File: src/rtl/spq_pkg.sv
// ---------------------------------------------------------------------------
// spq_pkg
// types and constants shared by the sorted priority queue modules
// ---------------------------------------------------------------------------
`default_nettype none

package spq_pkg;

	localparam int CAPACITY_DEF = 16;
	localparam int ELEM_W       = 32;
	localparam int PRIO_W       = 16;
	localparam int COUNT_W      = 5;

	typedef enum logic {
		FUNC_ENQ = 1'b0,
		FUNC_DEQ = 1'b1
	} spq_func_t;

	typedef enum logic [1:0] {
		ERR_OK        = 2'd0,
		ERR_FULL      = 2'd1,
		ERR_DEQ_EMPTY = 2'd2
	} spq_err_t;

	typedef struct packed {
		logic              func;
		logic [ELEM_W-1:0] elem_value;
		logic [PRIO_W-1:0] prio_value;
	} spq_cmd_t;

	typedef struct packed {
		logic [ELEM_W-1:0]  head_elem;
		logic [PRIO_W-1:0]  head_prio;
		logic [COUNT_W-1:0] entry_count;
		logic               is_empty;
		logic [1:0]         error_code;
	} spq_rsp_t;

	typedef struct packed {
		logic              valid;
		logic [PRIO_W-1:0] prio;
		logic [ELEM_W-1:0] elem;
	} spq_slot_t;

	// broadcast to every cell of the chain
	typedef struct packed {
		logic      enq;
		logic      deq;
		spq_slot_t ins;
	} spq_ctl_t;

endpackage

`default_nettype wire

File: src/rtl/stable_sorted_priority_queue.sv
// ---------------------------------------------------------------------------
// stable_sorted_priority_queue
// bounded min-first priority queue, stable for equal priorities, built as a
// chain of sorting cells
// ---------------------------------------------------------------------------
// channel    ports                 direction  transfer
// command    start, busy, cmd      in         start high while busy low
// result     done, rsp             out        done strobe, one cycle, no stall
//
// one transaction per cycle: every cell compares its priority with the new
// entry in parallel and shifts with its neighbor in the same cycle
// the result of a transaction shows in the cycle after it is taken
// busy stays low, the chain finishes each operation in the cycle it is taken
// reset empties the queue at once through the per-cell valid flags
// the result side cannot stall, so done is never held
// ---------------------------------------------------------------------------
`default_nettype none

module stable_sorted_priority_queue #(
	parameter int CAPACITY = spq_pkg::CAPACITY_DEF
) (
	input  logic              clk,
	input  logic              arst_n,
	input  logic              start,
	output logic              busy,
	input  spq_pkg::spq_cmd_t cmd,
	output logic              done,
	output spq_pkg::spq_rsp_t rsp
);
	import spq_pkg::*;

	localparam int CNT_W = $clog2(CAPACITY + 1);

	// chain wiring
	spq_slot_t slot [CAPACITY];
	logic      keep [CAPACITY];
	spq_ctl_t  ctl;

	// queue bookkeeping
	logic [CNT_W-1:0] count_q, count_d;
	spq_err_t         err_q, err_d;
	logic             done_q;
	logic             acc, full, empty;

	assign busy  = 1'b0;
	assign acc   = start && !busy;
	assign full  = (count_q == CNT_W'(CAPACITY));
	assign empty = (count_q == '0);

	// operation decode, full and empty cases leave the chain untouched
	always_comb begin
		ctl.enq = acc && (cmd.func == FUNC_ENQ) && !full;
		ctl.deq = acc && (cmd.func == FUNC_DEQ) && !empty;
		ctl.ins = '{valid: 1'b1, prio: cmd.prio_value, elem: cmd.elem_value};

		count_d = count_q;
		if (ctl.enq) begin
			count_d = count_q + 1'b1;
		end else if (ctl.deq) begin
			count_d = count_q - 1'b1;
		end

		err_d = ERR_OK;
		if (acc && (cmd.func == FUNC_ENQ) && full) begin
			err_d = ERR_FULL;
		end else if (acc && (cmd.func == FUNC_DEQ) && empty) begin
			err_d = ERR_DEQ_EMPTY;
		end
	end

	// row of cells, slot 0 is the head
	for (genvar i = 0; i < CAPACITY; i++) begin : g_cell
		spq_slot_t left_slot, right_slot;
		logic      left_keep;

		if (i == 0) begin : g_head
			// head cell has nothing to its left, so it takes the new entry whenever it does not keep its own
			assign left_slot = '0;
			assign left_keep = 1'b1;
		end else begin : g_mid
			assign left_slot = slot[i-1];
			assign left_keep = keep[i-1];
		end

		if (i == CAPACITY - 1) begin : g_tail
			// tail empties on dequeue
			assign right_slot = '0;
		end else begin : g_body
			assign right_slot = slot[i+1];
		end

		spq_cell u_cell (
			.clk       (clk),
			.arst_n    (arst_n),
			.ctl       (ctl),
			.left      (left_slot),
			.left_keep (left_keep),
			.right     (right_slot),
			.slot      (slot[i]),
			.keep      (keep[i])
		);
	end

	always_ff @(posedge clk or negedge arst_n) begin
		if (!arst_n) begin
			count_q <= '0;
			err_q   <= ERR_OK;
			done_q  <= 1'b0;
		end else begin
			count_q <= count_d;
			err_q   <= err_d;
			done_q  <= acc;
		end
	end

	// result reads the head cell after the update
	assign done            = done_q;
	assign rsp.head_elem   = slot[0].valid ? slot[0].elem : '0;
	assign rsp.head_prio   = slot[0].valid ? slot[0].prio : '0;
	assign rsp.entry_count = COUNT_W'(count_q);
	assign rsp.is_empty    = (count_q == '0);
	assign rsp.error_code  = err_q;

endmodule

`default_nettype wire

File: src/rtl/spq_cell.sv
// ---------------------------------------------------------------------------
// spq_cell
// one slot of the sorted chain: holds, takes the new entry or shifts
// ---------------------------------------------------------------------------
`default_nettype none

module spq_cell (
	input  logic               clk,
	input  logic               arst_n,
	input  spq_pkg::spq_ctl_t  ctl,
	input  spq_pkg::spq_slot_t left,
	input  logic               left_keep,
	input  spq_pkg::spq_slot_t right,
	output spq_pkg::spq_slot_t slot,
	output logic               keep
);
	import spq_pkg::*;

	logic              valid_q;
	logic [PRIO_W-1:0] prio_q;
	logic [ELEM_W-1:0] elem_q;
	spq_slot_t         slot_d;

	// entry stays put on insert when it sorts at or before the new one
	assign keep = valid_q && (prio_q <= ctl.ins.prio);
	assign slot = '{valid: valid_q, prio: prio_q, elem: elem_q};

	always_comb begin
		slot_d = slot;
		priority if (ctl.enq) begin
			if (!keep) begin
				if (left_keep) begin
					slot_d = ctl.ins;
				end else begin
					slot_d = left;
				end
			end
		end else if (ctl.deq) begin
			slot_d = right;
		end else begin
			slot_d = slot;
		end
	end

	always_ff @(posedge clk or negedge arst_n) begin
		if (!arst_n) begin
			valid_q <= 1'b0;
		end else begin
			valid_q <= slot_d.valid;
		end
	end

	always_ff @(posedge clk) begin
		prio_q <= slot_d.prio;
		elem_q <= slot_d.elem;
	end

endmodule

`default_nettype wire

File: config.mk
export PLATFORM = sky130hd
export DESIGN_NAME = stable_sorted_priority_queue
export DESIGN_NICKNAME = d
export VERILOG_FILES = /design/src/rtl/spq_pkg.sv /design/src/rtl/stable_sorted_priority_queue.sv /design/src/rtl/spq_cell.sv
export SDC_FILE = /design/constraint.sdc
export NUM_CORES = 2
export LEC_CHECK = 0
export BUFFER_PORTS_ARGS = -buffer_cell sky130_fd_sc_hd__buf_2
export CAP_MARGIN = 20
export CORE_MARGIN = 8
export CORE_UTILIZATION = 35
export DETAILED_ROUTE_END_ITERATION = 12
export HOLD_SLACK_MARGIN = 0.02
export PLACE_DENSITY = 0.5
export SLEW_MARGIN = 40
export SYNTH_ARGS = -nofsm -noshare
export SYNTH_HDL_FRONTEND = slang
export SYNTH_SLANG_ARGS = --single-unit
File: constraint.sdc
create_clock -name clk -period 6.11 [get_ports clk]
set_clock_uncertainty 0.2 [all_clocks]
set_input_delay 0.611 -clock clk [delete_from_list [all_inputs] [get_ports clk]]
set_output_delay 0.611 -clock clk [all_outputs]
set_load 0.05 [all_outputs]
==> qor.csv <==
metric,value,unit
Yosys reg bits,792,
Worst setup EP type,register,
Worst Path Max Fanout,60,
Avg Synthesized Cell Area,9.28,sq um
TritonCTS clock tree,done,
fill cell count,15200,
initial core utilization,35.2,%
CTS resizes,0,
post-synthesis mux area share,0.906,%
Syn Inst Count,5850,
post-DR vias/cell,6.98,
Max clock buf depth,3,
cell taking the most area after synthesis,edfxtp_1,
Sw Share,45.1,%
die area,168000,sq um
ranking of synthesized cells by area,"edfxtp_1 42%, o221ai_1 10%, a221oi_1 9.9%",
postcts setup bufs,0,
Worst Setup Start Kind,input port,
Slew @ Worst Pin,943,ps
ANT nets after route,0,
Sw Pwr,12.7,mW
# setup viols final,0,
Power Density,474,nW/um^2
GRT Total Usage,27.9,%
Hold Buf Count CTS,3,
mapped cell area,54300,sq um
GR Overflow Total,0,
Final Max Tran Viols,0,
RD Place Congestion,0.941,
clk_lat worst skew,760,ps
Die H,410,microns
Yosys top cell area share,42.5,%
setup_tns,0,ps
number of global-route vias before repair,50800,
Leak Pwr,20.8,nW
simple-gate share of the synthesized area,19.5,%
hold crit path type,in2async,
first-pass GRT wire length,358000,microns
Internal Power,15.5,mW
Max Cap Viol,0,
Final Hold Violating Endpoints,0,
Die X,410,microns
layout cells sized above 1,10.2,%
Power Total,28.2,mW
largest family of logic cells by synthesized area,compound AO/OA/AOI/OAI gates,
Comb pwr share,40.2,%
initial antenna violation count,3,
clock network power share,20.9,%
"FFs w/ async S/R, synth",3.03,%
post-synthesis sequential area ratio,43.6,%
Hold Slack,159,ps
DP HPWL,148000,microns
area of the core,154000,sq um
"reg-to-reg slack, setup",2050,ps
min Tclk post-route,4390,ps
Max VDD drop,291,uV
"most common cell after layout, fill and taps aside",nand2_1,
Root Driver,clkbuf_16,
Setup WS post-layout,1720,ps
post-synthesis adder-cell area fraction,6.01,%
pre-CTS setup slack,1080,ps
predominant post-synthesis flop cell,edfxtp_1,
run status,"complete, no violations",
1st-iter DRT viols,6690,
via count,53000,
"commonest non-fill, non-tap cells in the layout","871 x nand2_1, 768 x edfxtp_1, 645 x nor2_1, 625 x nor3_1, 624 x o221ai_1",
period utilisation layout,71.8,%
Num CTS Buffers,100,
CP arrival,4730,ps
clock-pin slew on the worst setup and hold paths,60,ps
Area Overhead vs Synth,9.88,%
syn_nets,6162,
largest net degree at the start of global routing,143,
clock sink count,792,
Flop pwr share,38.9,%
I/O Buffers,108,
xor-xnor portion of the synthesized cell area,0.0646,%
RSZ-0062 raised after global routing,false,
drt total wl,247000,microns
DR pass1 iterations,8,
Nets,5789,
post-DR wirelength/cell,32.5,microns
FMAX,0.228,GHz
Core Rows,144,
Clock H-tree levels,3,
Synth Area in Compound Gates,24.0,%
Setup CP Type,in2reg,
synth unique cells,63,
residual DRC count,0,
Yosys warning count,0,
WP data required,6450,ps
Post-synth EDFFs,768,
Slew headroom,37.1,%
num ports,110,
==> synth_stat cells, types with 50 or more instances <==
| library cell | number |
|---|---|
| nand2_1 | 899 |
| edfxtp_1 | 768 |
| nor2_1 | 646 |
| o221ai_1 | 636 |
| nor3_1 | 625 |
| a221oi_1 | 615 |
| clkbuf_1 | 557 |
| ha_1 | 259 |
| buf_2 | 112 |
| a21oi_1 | 105 |
| nand4_1 | 61 |
| buf_1 | 50 |
==> power groups by stage <==
| stage | Clock [mW] | Sequential (mW) | Combinational [mW] |
|---|---|---|---|
| detailed placement | 0 | 11.0 | 11.0 |
| finish | 5.90 | 11.0 | 11.4 |
| floorplan | 0 | 10.0 | 7.37 |
| global placement | 0 | 11.0 | 10.8 |
| global route | 6.15 | 11.2 | 12.0 |
| CTS | 5.99 | 10.9 | 11.1 |
==> worst paths after layout <==
path                                                       start                                     to  depth (start not counted)
hold / removal                                            arst_n   g_cell[1].u_cell.valid_q$_DFFE_PN0P_                          2
hold reg to reg            g_cell[15].u_cell.valid_q$_DFFE_PN0P_  g_cell[14].u_cell.valid_q$_DFFE_PN0P_                          2
setup / recovery                                          cmd[1]   g_cell[5].u_cell.elem_q[6]$_DFFE_PP_                         12
setup reg to reg           g_cell[1].u_cell.prio_q[11]$_DFFE_PP_  g_cell[2].u_cell.prio_q[12]$_DFFE_PP_                          7
max in group asynchronous                                 arst_n   g_cell[9].u_cell.valid_q$_DFFE_PN0P_                          2
min in group clk                                         cmd[17]   g_cell[0].u_cell.elem_q[1]$_DFFE_PP_                          3
==> layout make-up <==
type	count	area, sq um	area share, %
clock inverter	46	430	0.722
multi-input combinational	4272	28000	47.0
timing repair buffer	276	2130	3.58
sequential	792	23700	39.7
tap	2044	2560	4.29
antenna	2	5.00	0.00839
clock buffer	132	2670	4.47
inverter	35	139	0.233
==> kinds of logic (layout without fill, tap and decap cells) <==
group | count (synthesis) | count (layout)
other cells | 1 | 3
fa+ha+maj | 260 | 260
flops | 792 | 792
xor+xnor | 4 | 4
buf+inv | 786 | 489
mux | 49 | 49
compound gates | 1526 | 1526
simple gates | 2432 | 2432
==> routing by layer <==
metal,global-route usage [%],routed length (microns)
met3,5.01,23300
met1,38.2,102000
met4,12.4,12400
met5,0,13
met2,43.1,109000
==> stage by stage <==
stage	cell area, sq um	util [%]	instances
after floorplan	54300	-	5850
after global placement	56200	36.5	7410
after detailed placement	56400	36.6	7416
after CTS	59600	38.7	7597
after global routing	59600	38.7	7597
final	59600	38.7	7599
==> critical path, stage by stage <==
cell and delay (ps):
buf_2 480, inv_1 440, buf_4 300, ha_1 310, nor2b_1 130, o211ai_1 330, a2111oi_1 200, nor3_4 260
buf_4 680, buf_4 540, nor3_1 100, a221oi_1 250
==> registers in the layout, indices dropped and copies added (netlist names) <==
signal,count
g_cell.u_cell.elem_q,512
g_cell.u_cell.prio_q,256
g_cell.u_cell.valid_q,16
count_q,5
err_q,2
done,1
No activity file was read; power rests on OpenSTA's default activity.
